==> src/hdl/npm_pkg.sv <==
// Shared types and constants for the nearest plane matcher.
`timescale 1ns / 1ps

package npm_pkg;

    // Configuration register indexes.
    localparam logic CFG_DIST_THR = 1'b0;
    localparam logic CFG_COS_THR  = 1'b1;

    localparam logic [30:0] DIST_THR_RESET = 31'd3277;
    localparam logic [16:0] COS_THR_RESET  = 17'd65209;
    localparam logic [16:0] COS_ONE        = 17'd65536;

    // Request kinds carried in tuser.
    localparam logic REQ_REFERENCE = 1'b0;
    localparam logic REQ_CANDIDATE = 1'b1;

    typedef enum logic [3:0] {
        ST_IDLE,
        ST_SQ,
        ST_SQRT_GO,
        ST_SQRT_WAIT,
        ST_DIV_GO,
        ST_DIV_WAIT,
        ST_DOT,
        ST_DECIDE,
        ST_STORE,
        ST_FIN,
        ST_EMIT
    } state_t;

    typedef enum logic {
        OP_SQRT,
        OP_DIV
    } unit_op_t;

    typedef struct packed {
        logic     start;
        unit_op_t op;
    } unit_req_t;

    typedef struct packed {
        logic busy;
        logic done;
    } unit_rsp_t;

endpackage

==> src/hdl/npm_root_div.sv <==
// Shared iterative unit: 64-bit integer square root or 48/32 restoring division.
`timescale 1ns / 1ps

module npm_root_div (
    input  logic               aclk,
    input  logic               aresetn,
    input  npm_pkg::unit_req_t req,
    input  logic [63:0]        operand,
    input  logic [31:0]        divisor,
    output npm_pkg::unit_rsp_t rsp,
    output logic [63:0]        result
);

    logic               busy_reg, busy_next;
    logic               done_reg, done_next;
    logic [5:0]         cnt_reg, cnt_next;
    npm_pkg::unit_op_t  op_reg, op_next;
    logic [63:0]        acc_reg, acc_next;   // sqrt remainder or division remainder
    logic [63:0]        res_reg, res_next;   // root or quotient
    logic [63:0]        bit_reg, bit_next;   // sqrt trial bit or dividend shifter

    logic [63:0] trial;
    logic [32:0] shifted;

    assign trial   = res_reg + bit_reg;
    assign shifted = {acc_reg[31:0], bit_reg[47]};

    always_comb begin
        busy_next = busy_reg;
        done_next = 1'b0;
        cnt_next  = cnt_reg;
        op_next   = op_reg;
        acc_next  = acc_reg;
        res_next  = res_reg;
        bit_next  = bit_reg;
        if (req.start) begin
            busy_next = 1'b1;
            op_next   = req.op;
            cnt_next  = '0;
            res_next  = '0;
            if (req.op == npm_pkg::OP_SQRT) begin
                acc_next = operand;
                bit_next = 64'h4000_0000_0000_0000;
            end else begin
                acc_next = '0;
                bit_next = operand;
            end
        end else if (busy_reg) begin
            cnt_next = cnt_reg + 6'd1;
            if (op_reg == npm_pkg::OP_SQRT) begin
                if (acc_reg >= trial) begin
                    acc_next = acc_reg - trial;
                    res_next = (res_reg >> 1) + bit_reg;
                end else begin
                    res_next = res_reg >> 1;
                end
                bit_next = bit_reg >> 2;
                if (cnt_reg == 6'd31) begin
                    busy_next = 1'b0;
                    done_next = 1'b1;
                end
            end else begin
                if (shifted >= {1'b0, divisor}) begin
                    acc_next = {31'd0, shifted - {1'b0, divisor}};
                    res_next = {res_reg[62:0], 1'b1};
                end else begin
                    acc_next = {31'd0, shifted};
                    res_next = {res_reg[62:0], 1'b0};
                end
                bit_next = {bit_reg[62:0], 1'b0};
                if (cnt_reg == 6'd47) begin
                    busy_next = 1'b0;
                    done_next = 1'b1;
                end
            end
        end
    end

    always_ff @(posedge aclk) begin
        if (!aresetn) begin
            busy_reg <= 1'b0;
            done_reg <= 1'b0;
            cnt_reg  <= '0;
            op_reg   <= npm_pkg::OP_SQRT;
        end else begin
            busy_reg <= busy_next;
            done_reg <= done_next;
            cnt_reg  <= cnt_next;
            op_reg   <= op_next;
        end
        acc_reg <= acc_next;
        res_reg <= res_next;
        bit_reg <= bit_next;
    end

    assign rsp.busy = busy_reg;
    assign rsp.done = done_reg;
    assign result   = res_reg;

endmodule
==> config.mk <==
export PLATFORM = sky130hd
export DESIGN_NAME = npm_root_div
export DESIGN_NICKNAME = d
export VERILOG_FILES = /design/src/hdl/npm_pkg.sv /design/src/hdl/npm_root_div.sv
export SDC_FILE = /design/constraint.sdc
export NUM_CORES = 1
export LEC_CHECK = 0
export BUFFER_PORTS_ARGS = -buffer_cell sky130_fd_sc_hd__buf_4
export CELL_PAD_IN_SITES_DETAIL_PLACEMENT = 0
export CELL_PAD_IN_SITES_GLOBAL_PLACEMENT = 1
export CORE_ASPECT_RATIO = 1.4
export CORE_UTILIZATION = 30
export DETAILED_ROUTE_END_ITERATION = 8
export HOLD_SLACK_MARGIN = 0.05
export PLACE_DENSITY_LB_ADDON = 0.1
export SLEW_MARGIN = 20
export SYNTH_ARGS = -nofsm -noshare
export SYNTH_HDL_FRONTEND = slang
export SYNTH_SLANG_ARGS = --single-unit
==> constraint.sdc <==
create_clock -name aclk -period 28.6 [get_ports aclk]
set_input_delay 7.15 -clock aclk [delete_from_list [all_inputs] [get_ports aclk]]
set_output_delay 7.15 -clock aclk [all_outputs]
set_load 0.01 [all_outputs]
Word-level counts from Yosys, hierarchy flattened
Index checks and enable logic that the tools add are counted.

storage, ports and cells
  register bits = 201
  memories kept = 0
  latch bits = 0
  output and inout bits = 66
  input port bits = 100
  bits in writable memories = 0
  logic and storage cells = 44
  ROM bits = 0

cells by class
  add/sub/neg operators = 5
  multiply operators = 0
  div/mod/pow operators = 0
  reductions and logical operators = 5
  shifts and indexed selects = 0
  bitwise gates (word level) = 2
  equality and inequality tests = 2
  muxes and demuxes = 21
  order comparisons = 2

operator list
  cell                   number
  $mux W64               11
  $add A63 B64 Y64       1
  $add A64 B64 Y64       1
  $ge A64 B64 Y1         1
  $sub A64 B64 Y64       1
  $ge A33 B32 Y1         1
  $mux W33               1
  $sub A33 B32 Y33       1
  $mux W1                9
  $add A6 B1 Y6 const B  1
  $eq A6 B5 Y1 const B   1
  $eq A6 B6 Y1 const B   1
  $reduce_bool A3 Y1     1
  $reduce_or A3 Y1       1
  $not A1 Y1             2
  $reduce_and A2 Y1      1
  $reduce_bool A2 Y1     1
  $reduce_or A2 Y1       1

Longest topological paths before layout
  depth in word-level cells = 6
  mapped depth = 28
  depth with buffers taken out = 25

Worst setup path after synthesis
OpenSTA, ideal clock, no wires.

  path kind = input to register
  from = input port req[1] (netlist bit)
  to = register acc_reg[0] (enable)
  buffers on the path = 4
  setup time = 0.507 ns
  stages = 6
  arrival time = 11.293 ns
  path slack = 16.801 ns
  required time = 28.093 ns
  path through = clkbuf_1 > clkbuf_1 > nor2_1 > clkbuf_1 > clkbuf_1 > a21oi_1

on the way
  word-level cells in the longest chain between the ends = 2
  elaborated cells on any way between the ends = 3
  classes of those cells = 3 x reduce/logical

ends and longest elaborated chain
  item                                                                       line                RTL
  start: declaration                                                         npm_root_div.sv:7   input npm_pkg::unit_req_t req,
  $reduce_bool A3 Y1 (no line) / $reduce_bool A2 Y1 (equally long branches)  n/a
  $reduce_and A2 Y1 (no line) (*)                                            n/a
  end signal: assignment                                                     npm_root_div.sv:91  acc_reg <= acc_next;
  end: declaration                                                           npm_root_div.sv:18  logic [63:0] acc_reg, acc_next;

Every way passes the cells marked *; elsewhere a longest branch is shown, timed or not.
A chain may end at the register's enable or synchronous reset.

Worst setup path in the final report
  from = input port divisor[6]
  to = register acc_reg[3], data pin

on the way
  word-level cells in the longest chain between the ends = 5

ends and longest elaborated chain
  item                   line                RTL
  start: declaration     npm_root_div.sv:9   input logic [31:0] divisor,
  $ge A33 B32 Y1         npm_root_div.sv:63  if (shifted >= {1'b0, divisor}) begin
  $mux W33               npm_root_div.sv:63
  $mux W64               npm_root_div.sv:50  if (op_reg == npm_pkg::OP_SQRT) begin
  $mux W64               npm_root_div.sv:48  end else if (busy_reg) begin
  $mux W64               npm_root_div.sv:36  if (req.start) begin
  named net acc_next[3]  npm_root_div.sv:18

The timed path passes the listed nets, and every way through them passes these cells. The select of a mux whose other input is x is not followed.

==> impl_metrics.json <==
{
  "ctsHoldBuffers": 0,
  "place_area_um2": 24300,
  "power_frac_clock": 0.146,
  "routedWlPerCell_um": 24.5,
  "critPathKind": "primary input to flop",
  "insertedDiodeCount": 0,
  "finish.net_count": 3240,
  "tritoncts": "done",
  "synth_top_area_frac": 0.173,
  "swShare": 0.499,
  "start_util": 0.305,
  "slowest_stage": "buf_4",
  "critPathCaptureType": "flop",
  "slew_headroom": 0.319,
  "cp_num_buf_inv": 3,
  "reg2regPathDepth": 25,
  "slew_viol_final": 0,
  "die-area_um2": 75300,
  "critPathMaxFanout": 57,
  "fp.dieH_um": 324,
  "dp_cells": 3836,
  "routed_via_density": 5.64,
  "vias": 21931,
  "routabilityCongestion": 0.909,
  "core.rowCount": 117,
  "die_x_um": 232,
  "p_leak_uw": 0.0106,
  "synth_nets": 3172,
  "cp_top_family": "compound AO/OA/AOI/OAI gates",
  "grt.total_usage": 0.248,
  "ys_ff_latch": 201,
  "cts-resized-gates": 0,
  "crit_start": "divisor[6]",
  "reg2reg_setup_slack_ns": 19.88,
  "cts_buffers": 27,
  "fp.coreArea_um2": 73000,
  "cts_setup_buffers": 0,
  "combPwrFrac": 0.658,
  "area_delta_synth_final_pct": 13.7,
  "cts.path.max_buffers": 3,
  "port_buffers": 165,
  "root_buffer": "clkbuf_16",
  "clk_pin_slew_ns": 0.06,
  "cpPeakStageDelay_ns": 0.49,
  "hpwl_um": 76100,
  "grt_max_degree": 77,
  "synth_area_leaders": "edfxtp_1 17%, ha_1 13%, o21ai_0 6.9%, dfxtp_1 6.6%, a21oi_1 6.3%",
  "ys_seq_area_frac": 0.238,
  "intPower_uw": 1350,
  "grt_pass1_vias": 22535,
  "final.setup_skew_ns": 0.0327,
  "antenna_found_initial": 0,
  "drive_gt1_frac": 0.0934,
  "endpoint": "acc_reg[3]",
  "synth_warnings": 0,
  "synth_common_cells": "326 x nand2_1, 307 x o21ai_0, 280 x a21oi_1",
  "crit_required_ns": 28.95,
  "totalWireLength_um": 95300,
  "maxCapViolCount": 0,
  "grt_remaining_overflow": 0,
  "post-route-drc-count": 0,
  "antenna_left": 0,
  "grt_pass1_wl_um": 142000,
  "pin_count": 166,
  "worst_skew_pair.late_latency_ns": 0.61,
  "synth_cell_types": 82,
  "stdcell_count": 3886,
  "synthArstFlopShare": 0,
  "r2r_end": "acc_reg[61]",
  "start_kind": "primary input",
  "p_seq_frac": 0.196,
  "r2r_start": "bit_reg[0]",
  "hold_viol_final": 0,
  "crit_chain": "buf_4, inv_1, ha_1, or3_1, or2_2, o2111ai_1, a21oi_1, o211ai_1, a21oi_1, o22ai_1, o311a_2, buf_4, a211oi_1, a21o_1, a221o_1",
  "clock-sinks": 201,
  "power_density_nw_per_um2": 106,
  "hold_path_class": "flop to flop",
  "p_sw_uw": 1340,
  "synth_area_um2": 22300,
  "outcome": "completed",
  "ir_drop_mv": 0.0645,
  "worst_slew_pin_slew_ns": 1.02,
  "fin_area_um2": 25300,
  "syn_area_per_cell_um2": 7.83,
  "htreeDepth": 1,
  "dr.pass1.iters": 5,
  "fin_crit_sh": 0.364,
  "drt-initial-drc-count": 1417,
  "arrival_ns": 10.77,
  "rsz0062_at_grt": "no",
  "yosysTopAreaCell": "edfxtp_1",
  "finalCriticalPeriod_ns": 10.42,
  "crit_cells": 15,
  "synth_edf_count": 128,
  "fin_setup_tns_ns": 0,
  "ys.flop_type": "edfxtp_1",
  "synth.most_common_cell": "nand2_1",
  "fmax_ghz": 0.0960,
  "synthCells": 2845,
  "setup_violations": 0
}
per-layer routing:
| layer | part of all wire | global-route usage | vias up |
|---|---|---|---|
| met2 | 0.54 | 0.483 | 490 |
| met4 | 0.031 | 0.0802 | 0 |
| li1 | - | - | 10732 |
| met5 | 0 | 0 | - |
| met3 | 0.039 | 0.0277 | 119 |
| met1 | 0.39 | 0.271 | 10590 |
worst min path at each step:
stage | start | endpoint | slack (ns) | cells past startpoint
6_report | cnt_reg[5] | cnt_reg[5] | 0.51 | 2
5_1_grt | cnt_reg[1] | cnt_reg[1] | 0.56 | 2
4_1_cts | cnt_reg[5] | cnt_reg[5] | 0.51 | 2
3_5_place_dp | cnt_reg[5] | cnt_reg[5] | 0.51 | 2
3_3_place_gp | cnt_reg[5] | cnt_reg[5] | 0.49 | 2
2_1_floorplan | cnt_reg[5] | cnt_reg[5] | 0.47 | 2
metrics by stage:
stage / util / hold slack (ns) / setup slack [ns] / power (uW)
4_1_cts: 0.347 / 0.515 / 18.20 / 2710
6_report: 0.347 / 0.510 / 18.18 / 2690
3_3_place_gp: 0.333 / 0.485 / 17.58 / 2290
2_1_floorplan: - / 0.471 / 16.80 / 1790
5_1_grt: 0.347 / 0.562 / 17.98 / 2910
3_5_place_dp: 0.333 / 0.506 / 17.57 / 2300
worst register-to-register path, cell delays in order (launching register included):
cell	delay, ns
edfxtp_1	0.43
ha_1	0.26
fa_1	0.46
a211oi_2	0.22
o21bai_1	0.14
a21o_1	0.27
a2111oi_4	0.36
o41ai_1	0.22
buf_4	0.20
a221oi_2	0.41
o21ai_2	0.19
a2111oi_2	0.45
o21bai_1	0.19
a221oi_2	0.29
xor2_1	0.16
ha_1	0.24
a21o_1	0.17
a31oi_1	0.25
o211ai_1	0.14
a221o_1	0.45
a311o_1	0.34
o221ai_1	0.35
o211a_4	0.56
buf_4	0.74
a21oi_4	0.31
buf_4	0.40
area by class of cell:
type / instances / area (um2)
inverters: 89 / 334
clock buffers: 37 / 820
multi-input cells: 2408 / 16100
clock inverters: 13 / 180
fillers: 7822 / 47700
repair buffers: 186 / 1400
well taps: 952 / 1190
flip-flops and latches: 201 / 5310
cells by family after synthesis:
group / after synthesis / synth area share
DFF: 201 / 0.238
xor gates and xnor gates: 207 / 0.0814
AOI/OAI and AO/OA: 1097 / 0.311
buffers and inverters: 236 / 0.0410
muxes: 82 / 0.0370
and+or+nand+nor: 795 / 0.163
adders and majority gates: 227 / 0.129
layout by cell type, fill, tap and decap left out, types with 87 or more instances in the layout:
cell,instances
nand2_1,326
o21ai_0,307
a21oi_1,279
ha_1,223
buf_4,186
nor2_1,182
a21o_1,133
edfxtp_1,128
xnor2_1,109
xor2_1,98
inv_1,87
power by group through the flow:
stage | sequential [uW] | combinational (uW) | clock, uW
finish | 528 | 1770 | 394
global route | 537 | 1960 | 410
CTS | 529 | 1770 | 403
detailed placement | 535 | 1760 | 0
global placement | 536 | 1760 | 0
floorplan | 483 | 1310 | 0
Note: power is estimated with default switching activity, not from simulation.
